### config.mk
export PLATFORM = sky130hd
export DESIGN_NAME = beam_path_gain_unit
export DESIGN_NICKNAME = d
export VERILOG_FILES = /design/src/hw/rtl/bpg_pkg.sv /design/src/hw/rtl/bpg_mul.sv /design/src/hw/rtl/bpg_fin.sv /design/src/hw/rtl/beam_path_gain_unit.sv
export SDC_FILE = /design/constraint.sdc
export NUM_CORES = 2
export LEC_CHECK = 0
export BUFFER_PORTS_ARGS = -buffer_cell sky130_fd_sc_hd__buf_4
export CORE_UTILIZATION = 58
export CTS_CLUSTER_DIAMETER = 100
export DETAILED_ROUTE_END_ITERATION = 10
export GPL_ROUTABILITY_DRIVEN = 0
export PLACE_DENSITY_LB_ADDON = 0.25
export SYNTH_ARGS = -nofsm -noshare
export SYNTH_HDL_FRONTEND = slang
export SYNTH_HIERARCHICAL = 1
export SYNTH_SLANG_ARGS = --single-unit
### constraint.sdc
create_clock -name clk -period 11.1 [get_ports clk]
set_clock_uncertainty 0.1 [all_clocks]
set_input_delay 1.665 -clock clk [delete_from_list [all_inputs] [get_ports clk]]
set_output_delay 1.665 -clock clk [all_outputs]
set_load 0.03 [all_outputs]
### src/hw/rtl/bpg_pkg.sv
`default_nettype none

package bpg_pkg;

	// Operand and accumulator widths of the fixed-point datapath.
	localparam int SAMPLE_BITS = 16;
	localparam int ACC_BITS    = 40;
	localparam int HALF_W      = ACC_BITS / 2;
	localparam int MUL_W       = HALF_W + 1;
	localparam int PROD_W      = 2 * MUL_W;
	localparam int FIN_W       = 2 * ACC_BITS + 2;
	localparam int OUT_SHIFT   = 42;
	localparam int OUT_W       = 32;

	// Alignment of a partial product inside the wide final accumulator.
	localparam logic [1:0] SH_NONE = 2'd0;
	localparam logic [1:0] SH_HALF = 2'd1;
	localparam logic [1:0] SH_FULL = 2'd2;

	typedef struct packed {
		logic                          side;
		logic signed [SAMPLE_BITS-1:0] weight_re;
		logic signed [SAMPLE_BITS-1:0] weight_im;
		logic signed [SAMPLE_BITS-1:0] sig_re;
		logic signed [SAMPLE_BITS-1:0] sig_im;
		logic                          path_end;
	} term_t;

	typedef struct packed {
		logic signed [OUT_W-1:0] gain_re;
		logic signed [OUT_W-1:0] gain_im;
		logic                    saturated;
	} result_t;

	// Control that travels with one partial product of the final multiply.
	typedef struct packed {
		logic       vld;
		logic       load;
		logic       neg;
		logic [1:0] shift;
		logic       last;
		logic       im;
	} fin_op_t;

	// One rounded and clipped part of the gain.
	typedef struct packed {
		logic                    vld;
		logic                    im;
		logic signed [OUT_W-1:0] val;
		logic                    sat;
	} rnd_t;

endpackage

`default_nettype wire

### src/hw/rtl/bpg_mul.sv
`default_nettype none

module bpg_mul (
	input  wire logic                              clk,
	input  wire logic signed [bpg_pkg::MUL_W-1:0]  a,
	input  wire logic signed [bpg_pkg::MUL_W-1:0]  b,
	output logic signed [bpg_pkg::PROD_W-1:0]      p_s1
);

	// Shared signed multiplier with a registered product.
	always_ff @(posedge clk) begin
		p_s1 <= a * b;
	end

endmodule

`default_nettype wire

### src/hw/rtl/bpg_fin.sv
`default_nettype none

module bpg_fin (
	input  wire logic                                clk,
	input  wire logic                                arst_n,
	input  wire bpg_pkg::fin_op_t                    op_s1,
	input  wire logic signed [bpg_pkg::PROD_W-1:0]   p_s1,
	output bpg_pkg::rnd_t                            rnd
);

	localparam int FW = bpg_pkg::FIN_W;
	localparam int SW = FW - bpg_pkg::OUT_SHIFT;

	logic signed [FW-1:0] acc_q;
	logic signed [FW-1:0] ext;
	logic signed [FW-1:0] addend;
	logic signed [FW-1:0] base;
	logic signed [FW-1:0] rounded;
	logic signed [SW-1:0] shifted;
	logic                 rnd_pend_q;
	logic                 rnd_im_q;
	logic                 clip;

	always_comb begin
		ext = {{(FW - bpg_pkg::PROD_W){p_s1[bpg_pkg::PROD_W-1]}}, p_s1};
		case (op_s1.shift)
			bpg_pkg::SH_HALF: addend = ext <<< bpg_pkg::HALF_W;
			bpg_pkg::SH_FULL: addend = ext <<< (2 * bpg_pkg::HALF_W);
			default:          addend = ext;
		endcase
		base = op_s1.load ? '0 : acc_q;
	end

	always_ff @(posedge clk) begin
		if (op_s1.vld) begin
			acc_q <= op_s1.neg ? base - addend : base + addend;
		end
	end

	always_ff @(posedge clk or negedge arst_n) begin
		if (!arst_n) begin
			rnd_pend_q <= 1'b0;
			rnd_im_q   <= 1'b0;
		end else begin
			rnd_pend_q <= op_s1.vld && op_s1.last;
			if (op_s1.vld && op_s1.last) begin
				rnd_im_q <= op_s1.im;
			end
		end
	end

	// Round half up at bit OUT_SHIFT, then clip to the signed output range.
	always_comb begin
		rounded = acc_q + (FW'(1) <<< (bpg_pkg::OUT_SHIFT - 1));
		shifted = rounded[FW-1:bpg_pkg::OUT_SHIFT];
		clip    = !((&shifted[SW-1:bpg_pkg::OUT_W-1]) || !(|shifted[SW-1:bpg_pkg::OUT_W-1]));
		rnd.vld = rnd_pend_q;
		rnd.im  = rnd_im_q;
		rnd.sat = clip;
		if (clip) begin
			rnd.val = shifted[SW-1] ? {1'b1, {(bpg_pkg::OUT_W-1){1'b0}}}
			                        : {1'b0, {(bpg_pkg::OUT_W-1){1'b1}}};
		end else begin
			rnd.val = shifted[bpg_pkg::OUT_W-1:0];
		end
	end

endmodule

`default_nettype wire

### src/hw/rtl/beam_path_gain_unit.sv
`default_nettype none

// Channel | Valid      | Ready      | Payload                 | Moves
// term    | term_valid | term_ready | term (bpg_pkg::term_t)  | one antenna term in
// res     | res_valid  | res_ready  | res (bpg_pkg::result_t) | one path gain out
//
// A term passes the accept cycle, then the shared multiplier forms its four real products in turn.
// A receive term marked path_end goes on after its four term products: it settles the sums in
// S_WAIT (waiting there while the previous gain is untaken), forms the sixteen partial products
// of the final 40 by 40 bit complex multiply, and finishes and rounds in S_DRAIN.
// Reset clears the sequencer, the four term accumulators and the result valid flag.
// A result waiting on res_ready does not stop later terms; only the next path end waits.

module beam_path_gain_unit (
	input  wire logic             clk,
	input  wire logic             arst_n,
	input  wire logic             term_valid,
	output logic                  term_ready,
	input  wire bpg_pkg::term_t   term,
	output logic                  res_valid,
	input  wire logic             res_ready,
	output bpg_pkg::result_t      res
);

	localparam int AW = bpg_pkg::ACC_BITS;
	localparam int HW = bpg_pkg::HALF_W;
	localparam int MW = bpg_pkg::MUL_W;

	// Sequencer states.
	localparam logic [2:0] S_IDLE  = 3'd0;
	localparam logic [2:0] S_TERM  = 3'd1;
	localparam logic [2:0] S_WAIT  = 3'd2;
	localparam logic [2:0] S_FIN   = 3'd3;
	localparam logic [2:0] S_DRAIN = 3'd4;

	// Control that travels with one term product.
	typedef struct packed {
		logic vld;
		logic side;
		logic im;
		logic neg;
	} term_op_t;

	logic [2:0]           state_q;
	logic [3:0]           step_q;
	bpg_pkg::term_t       item_q;
	logic signed [AW-1:0] tx_re_q;
	logic signed [AW-1:0] tx_im_q;
	logic signed [AW-1:0] rx_re_q;
	logic signed [AW-1:0] rx_im_q;
	logic                 res_valid_q;
	bpg_pkg::result_t     res_q;

	logic signed [MW-1:0]              mul_a;
	logic signed [MW-1:0]              mul_b;
	logic signed [bpg_pkg::PROD_W-1:0] p_s1;
	term_op_t                          term_op;
	term_op_t                          term_op_s1;
	bpg_pkg::fin_op_t                  fin_op;
	bpg_pkg::fin_op_t                  fin_op_s1;
	bpg_pkg::rnd_t                     rnd;

	logic [1:0]           sub;
	logic [1:0]           quad;
	logic signed [AW-1:0] opx;
	logic signed [AW-1:0] opy;
	logic signed [AW-1:0] cur;
	logic signed [AW-1:0] nxt;
	logic signed [AW-1:0] term_add;

	assign term_ready = (state_q == S_IDLE);
	assign res_valid  = res_valid_q;
	assign res        = res_q;

	assign sub  = step_q[1:0];
	assign quad = step_q[3:2];

	// Operand selection for the shared multiplier. During a term the step picks one of
	// the four real products. During the final multiply the upper two step bits pick
	// which complex cross product is formed and the lower two pick the partial product
	// of the split 40 bit operands: a signed upper half and an unsigned lower half.
	always_comb begin
		mul_a   = '0;
		mul_b   = '0;
		term_op = '0;
		fin_op  = '0;
		opx     = quad[0] ? tx_im_q : tx_re_q;
		opy     = (quad[0] ^ quad[1]) ? rx_im_q : rx_re_q;
		unique case (state_q)
			S_TERM: begin
				mul_a = sub[0] ? MW'(item_q.weight_im) : MW'(item_q.weight_re);
				mul_b = (sub[0] ^ sub[1]) ? MW'(item_q.sig_im) : MW'(item_q.sig_re);
				term_op.vld  = 1'b1;
				term_op.side = item_q.side;
				term_op.im   = sub[1];
				term_op.neg  = (sub == 2'd1);
			end
			S_FIN: begin
				mul_a = sub[1] ? {1'b0, opx[HW-1:0]} : {opx[AW-1], opx[AW-1:HW]};
				mul_b = sub[0] ? {1'b0, opy[HW-1:0]} : {opy[AW-1], opy[AW-1:HW]};
				fin_op.vld   = 1'b1;
				fin_op.load  = (sub == 2'd0) && !quad[0];
				fin_op.neg   = (quad == 2'd1);
				fin_op.last  = quad[0] && (sub == 2'd3);
				fin_op.im    = quad[1];
				if (sub == 2'd0) begin
					fin_op.shift = bpg_pkg::SH_FULL;
				end else if (sub == 2'd3) begin
					fin_op.shift = bpg_pkg::SH_NONE;
				end else begin
					fin_op.shift = bpg_pkg::SH_HALF;
				end
			end
			default: begin
			end
		endcase
	end

	bpg_mul u_mul (
		.clk  (clk),
		.a    (mul_a),
		.b    (mul_b),
		.p_s1 (p_s1)
	);

	bpg_fin u_fin (
		.clk    (clk),
		.arst_n (arst_n),
		.op_s1  (fin_op_s1),
		.p_s1   (p_s1),
		.rnd    (rnd)
	);

	// The operation tags follow their product through the multiplier register.
	always_ff @(posedge clk or negedge arst_n) begin
		if (!arst_n) begin
			term_op_s1 <= '0;
			fin_op_s1  <= '0;
		end else begin
			term_op_s1 <= term_op;
			fin_op_s1  <= fin_op;
		end
	end

	// A term product is a 16 by 16 bit result and fits the accumulator, which wraps.
	assign term_add = p_s1[AW-1:0];

	always_comb begin
		case ({term_op_s1.side, term_op_s1.im})
			2'b00:   cur = tx_re_q;
			2'b01:   cur = tx_im_q;
			2'b10:   cur = rx_re_q;
			default: cur = rx_im_q;
		endcase
		nxt = term_op_s1.neg ? cur - term_add : cur + term_add;
	end

	always_ff @(posedge clk or negedge arst_n) begin
		if (!arst_n) begin
			tx_re_q <= '0;
			tx_im_q <= '0;
			rx_re_q <= '0;
			rx_im_q <= '0;
		end else if (state_q == S_DRAIN && step_q[0]) begin
			tx_re_q <= '0;
			tx_im_q <= '0;
			rx_re_q <= '0;
			rx_im_q <= '0;
		end else if (term_op_s1.vld) begin
			case ({term_op_s1.side, term_op_s1.im})
				2'b00:   tx_re_q <= nxt;
				2'b01:   tx_im_q <= nxt;
				2'b10:   rx_re_q <= nxt;
				default: rx_im_q <= nxt;
			endcase
		end
	end

	// Sequencer. A path end waits in S_WAIT until the result register is free, so the
	// rounded parts can be written into it as they come out of the final unit.
	always_ff @(posedge clk or negedge arst_n) begin
		if (!arst_n) begin
			state_q <= S_IDLE;
			step_q  <= '0;
		end else begin
			unique case (state_q)
				S_IDLE: begin
					if (term_valid) begin
						state_q <= S_TERM;
						step_q  <= '0;
					end
				end
				S_TERM: begin
					if (sub == 2'd3) begin
						state_q <= (item_q.side && item_q.path_end) ? S_WAIT : S_IDLE;
						step_q  <= '0;
					end else begin
						step_q <= step_q + 4'd1;
					end
				end
				S_WAIT: begin
					if (!res_valid_q) begin
						state_q <= S_FIN;
						step_q  <= '0;
					end
				end
				S_FIN: begin
					if (step_q == 4'd15) begin
						state_q <= S_DRAIN;
						step_q  <= '0;
					end else begin
						step_q <= step_q + 4'd1;
					end
				end
				S_DRAIN: begin
					if (step_q[0]) begin
						state_q <= S_IDLE;
						step_q  <= '0;
					end else begin
						step_q <= step_q + 4'd1;
					end
				end
				default: begin
					state_q <= S_IDLE;
					step_q  <= '0;
				end
			endcase
		end
	end

	always_ff @(posedge clk) begin
		if (term_valid && term_ready) begin
			item_q <= term;
		end
	end

	// Result register: the real part lands first, the imaginary part on the last
	// drain cycle, which is also when the transaction is offered.
	always_ff @(posedge clk) begin
		if (rnd.vld) begin
			if (rnd.im) begin
				res_q.gain_im   <= rnd.val;
				res_q.saturated <= res_q.saturated | rnd.sat;
			end else begin
				res_q.gain_re   <= rnd.val;
				res_q.saturated <= rnd.sat;
			end
		end
	end

	always_ff @(posedge clk or negedge arst_n) begin
		if (!arst_n) begin
			res_valid_q <= 1'b0;
		end else if (state_q == S_DRAIN && step_q[0]) begin
			res_valid_q <= 1'b1;
		end else if (res_ready) begin
			res_valid_q <= 1'b0;
		end
	end

	// A new result is raised only at the end of the drain.
	a_res_from_drain: assert property (@(posedge clk) disable iff (!arst_n)
		$rose(res_valid_q) |-> $past(state_q) == S_DRAIN)
		else $error("result raised outside the drain step");

	// All four sums are cleared when a result is raised.
	a_acc_cleared: assert property (@(posedge clk) disable iff (!arst_n)
		$rose(res_valid_q) |-> (tx_re_q == '0) && (tx_im_q == '0) &&
		                       (rx_re_q == '0) && (rx_im_q == '0))
		else $error("accumulators not cleared with the result");

	// The final unit never writes a part while a previous result is still held.
	a_no_overwrite: assert property (@(posedge clk) disable iff (!arst_n)
		rnd.vld |-> !res_valid_q)
		else $error("rounded part written over a pending result");

	// An accepted term starts the product sequence at its first step.
	a_term_start: assert property (@(posedge clk) disable iff (!arst_n)
		term_valid && term_ready |=> (state_q == S_TERM) && (step_q == 4'd0))
		else $error("accepted term did not start the sequence");

endmodule

`default_nettype wire
==> qor.yml <==
status: "finished clean"
dp_hpwl_mm: 97.24
multi_input_area_um2: 31130
ys_seq_elements: 436
crit_family: "adder cells"
io_pins: 137
die_h_um: 283.7
hold_violations: 0
track_usage: 0.3214
rows: 102
hp-class: "reg2reg"
regToRegSetupSlack_ns: 1.76
root_buffer: "clkbuf_16"
drtAntennaViolNets: 0
fin_crit_sh: 0.8417
cts.sinks: 436
postSynthAreaPerCell_um2: 9.224
regArea_um2: 11780
drt_iter0_drc: 4678
cts_buffers: 49
port_buffers: 136
dp.cells: 5975
diodes: 0
whs_path_depth: 0
overflow: 0
synth_edf_count: 213
die_w_um: 283.7
htree_num_levels: 2
yosys_warnings: 6
vias: 37380
maxSlewHeadroom: 0.2230
ff2ff_path_depth: 29
drt_first_pass_iters: 7
antenna_found_initial: 2
layout_common_cells: "636 x nand2_1, 574 x inv_1, 461 x fa_1"
layout.cells.non_filler: 6067
rr_startpoint: "step_q[3]"
drive_gt1_frac: 0.09170
cp-start-kind: "flip-flop"
synthToLayoutAreaGrowth_pct: 7.792
required_ns: 11.51
grt_pass1_vias: 36920
path_buf_inv: 8
ys_seq_area_frac: 0.2556
whs_ns: 0.3916
synth-main-ff-cell: "edfxtp_1"
fin_area_um2: 49620
clk_latency_ns: 0.62
cp_slowest_cell: "fa_1"
tightestPinTransition_ns: 1.158
r2r-end: "u_mul/p_s1[38]"
viasPerCell: 6.161
synth_area_leaders: "fa_1 20%, edfxtp_1 14%, dfrtp_1 9.8%"
grt_pass1_wl_mm: 204.7
die_area_um2: 80500
worstSetupPathType: "reg2reg"
rsz0062_at_grt: "false"
fillers: 6397
nets: 5761
cts.clk_slew.worst_paths_ns: 0.06
synthCells: 4991
hold_buffers: 0
clk_path_buf_depth: 3
crit_path_max_fanout: 14
synth_largest_area_cell: "fa_1"
final.min_clock_period_ns: 9.343
fmax_mhz: 107.0
maxCapViolCount: 0
cp-end-kind: "flip-flop"
routed_wl_mm: 129.3
max_stage_delay_ns: 0.96
ctsResizeCount: 0
wl_per_cell_um: 21.31
syn-num-nets: 5766
place_area_um2: 47980
post_cts_buffers: 0
post-route-drc-count: 0
worstHoldStart: "u_fin/rnd_pend_q"
cts_tree: "done"
core_um2: 77980
ys_types: 100
layout_commonest_cell: "nand2_1"
initial_core_util: 0.5904
grt_max_degree: 99
setup-violations-final: 0
hold_end: "res[0]"
async_flop_share: 0.4151
cp.arrival_ns: 9.75
fin_tns_setup_ns: 0
syn_area_um2: 46040
synth_top_area_share: 0.2005
final-max-slew-violation-count: 0
-- through the flow --
step / setup WS (ns) / util
floorplan: 2.553 / -
global placement: 2.107 / 0.6153
detailed placement: 1.861 / 0.6153
CTS: 1.827 / 0.6364
global route: 1.279 / 0.6364
finish: 1.757 / 0.6364
-- worst max-delay path by stage --
stage,start,to,slack (ns),cells past startpoint
floorplan,step_q[1],u_mul/p_s1[41],2.55,30
detailed placement,step_q[3],u_mul/p_s1[38],1.86,29
CTS,step_q[3],u_mul/p_s1[38],1.83,29
global placement,step_q[3],u_mul/p_s1[38],2.11,28
finish,step_q[3],u_mul/p_s1[38],1.76,29
global route,step_q[3],u_mul/p_s1[41],1.28,29
-- synthesized netlist by cell type (all sizes together), types with 9 or more instances --
master and instances:
nor3 70, nor4 21, buf 42, nand4 53
o21bai 29, and3 29, nor2b 105, inv 574
mux2i 37, xnor2 183, a22oi 22, o31ai 14
o21a 27, nand2 638, fa 461, or4 11
a221oi 31, a31oi 44, clkbuf 229, o211ai 17
nor2 272, edfxtp 213, nor3b 12, dfrtp 181
or3 21, xor2 111, mux4 78, nand2b 33
or2 9, nand3 73, mux2 10, o21ai 302
a21oi 307, a21o 69, and2 216, ha 244
dfxtp 42, a211oi 37
-- layout make-up --
cell class	instances	area share
Timing Repair Buffer	215	0.03260
Multi-Input combinational cell	3710	0.6273
Clock inverter	25	0.006152
Tap cell	1040	0.02622
Inverter	574	0.04342
Sequential cell	436	0.2373
Clock buffer	67	0.02698
-- registers in the layout (all words and copies together) (netlist names) --
name / flops
res_valid: 1
rx_im_q: 40
step_q: 4
u_fin/acc_q: 82
state_q: 3
item_q: 66
term_op_s1: 4
fin_op_s1: 7
u_mul/p_s1: 42
u_fin/rnd_im_q: 1
tx_re_q: 40
rx_re_q: 40
u_fin/rnd_pend_q: 1
res: 65
tx_im_q: 40
-- worst register-to-register path: cells and delay by family (launching register included) --
family	cells	cell delay [ns]
fa+ha+maj	9	5.11
buf+inv	8	1.20
compound gates	4	1.19
simple gates	7	0.69
mux	1	0.52
flops	1	0.41
-- metal layers --
| metal | GRT usage | part of all wire |
|---|---|---|
| met4 | 0.1134 | 0.042 |
| met1 | 0.4503 | 0.41 |
| met5 | 0 | 0.00018 |
| met3 | 0.06286 | 0.10 |
| met2 | 0.4989 | 0.44 |
-- kinds of logic (layout without fill, tap and decap cells) --
kind of cell / count (synthesis) / after routing / share of synthesized area
adders and majority gates: 705 / 705 / 0.2668
muxes: 125 / 125 / 0.04873
DFF: 436 / 436 / 0.2556
and+or+nand+nor: 1587 / 1587 / 0.1677
xor gates and xnor gates: 294 / 294 / 0.05610
buffers and inverters: 845 / 881 / 0.06947
AOI/OAI and AO/OA: 999 / 999 / 0.1356
Power is not shown: default switching activity piles up to over one toggle a cycle in this logic, so the estimate is an artifact.
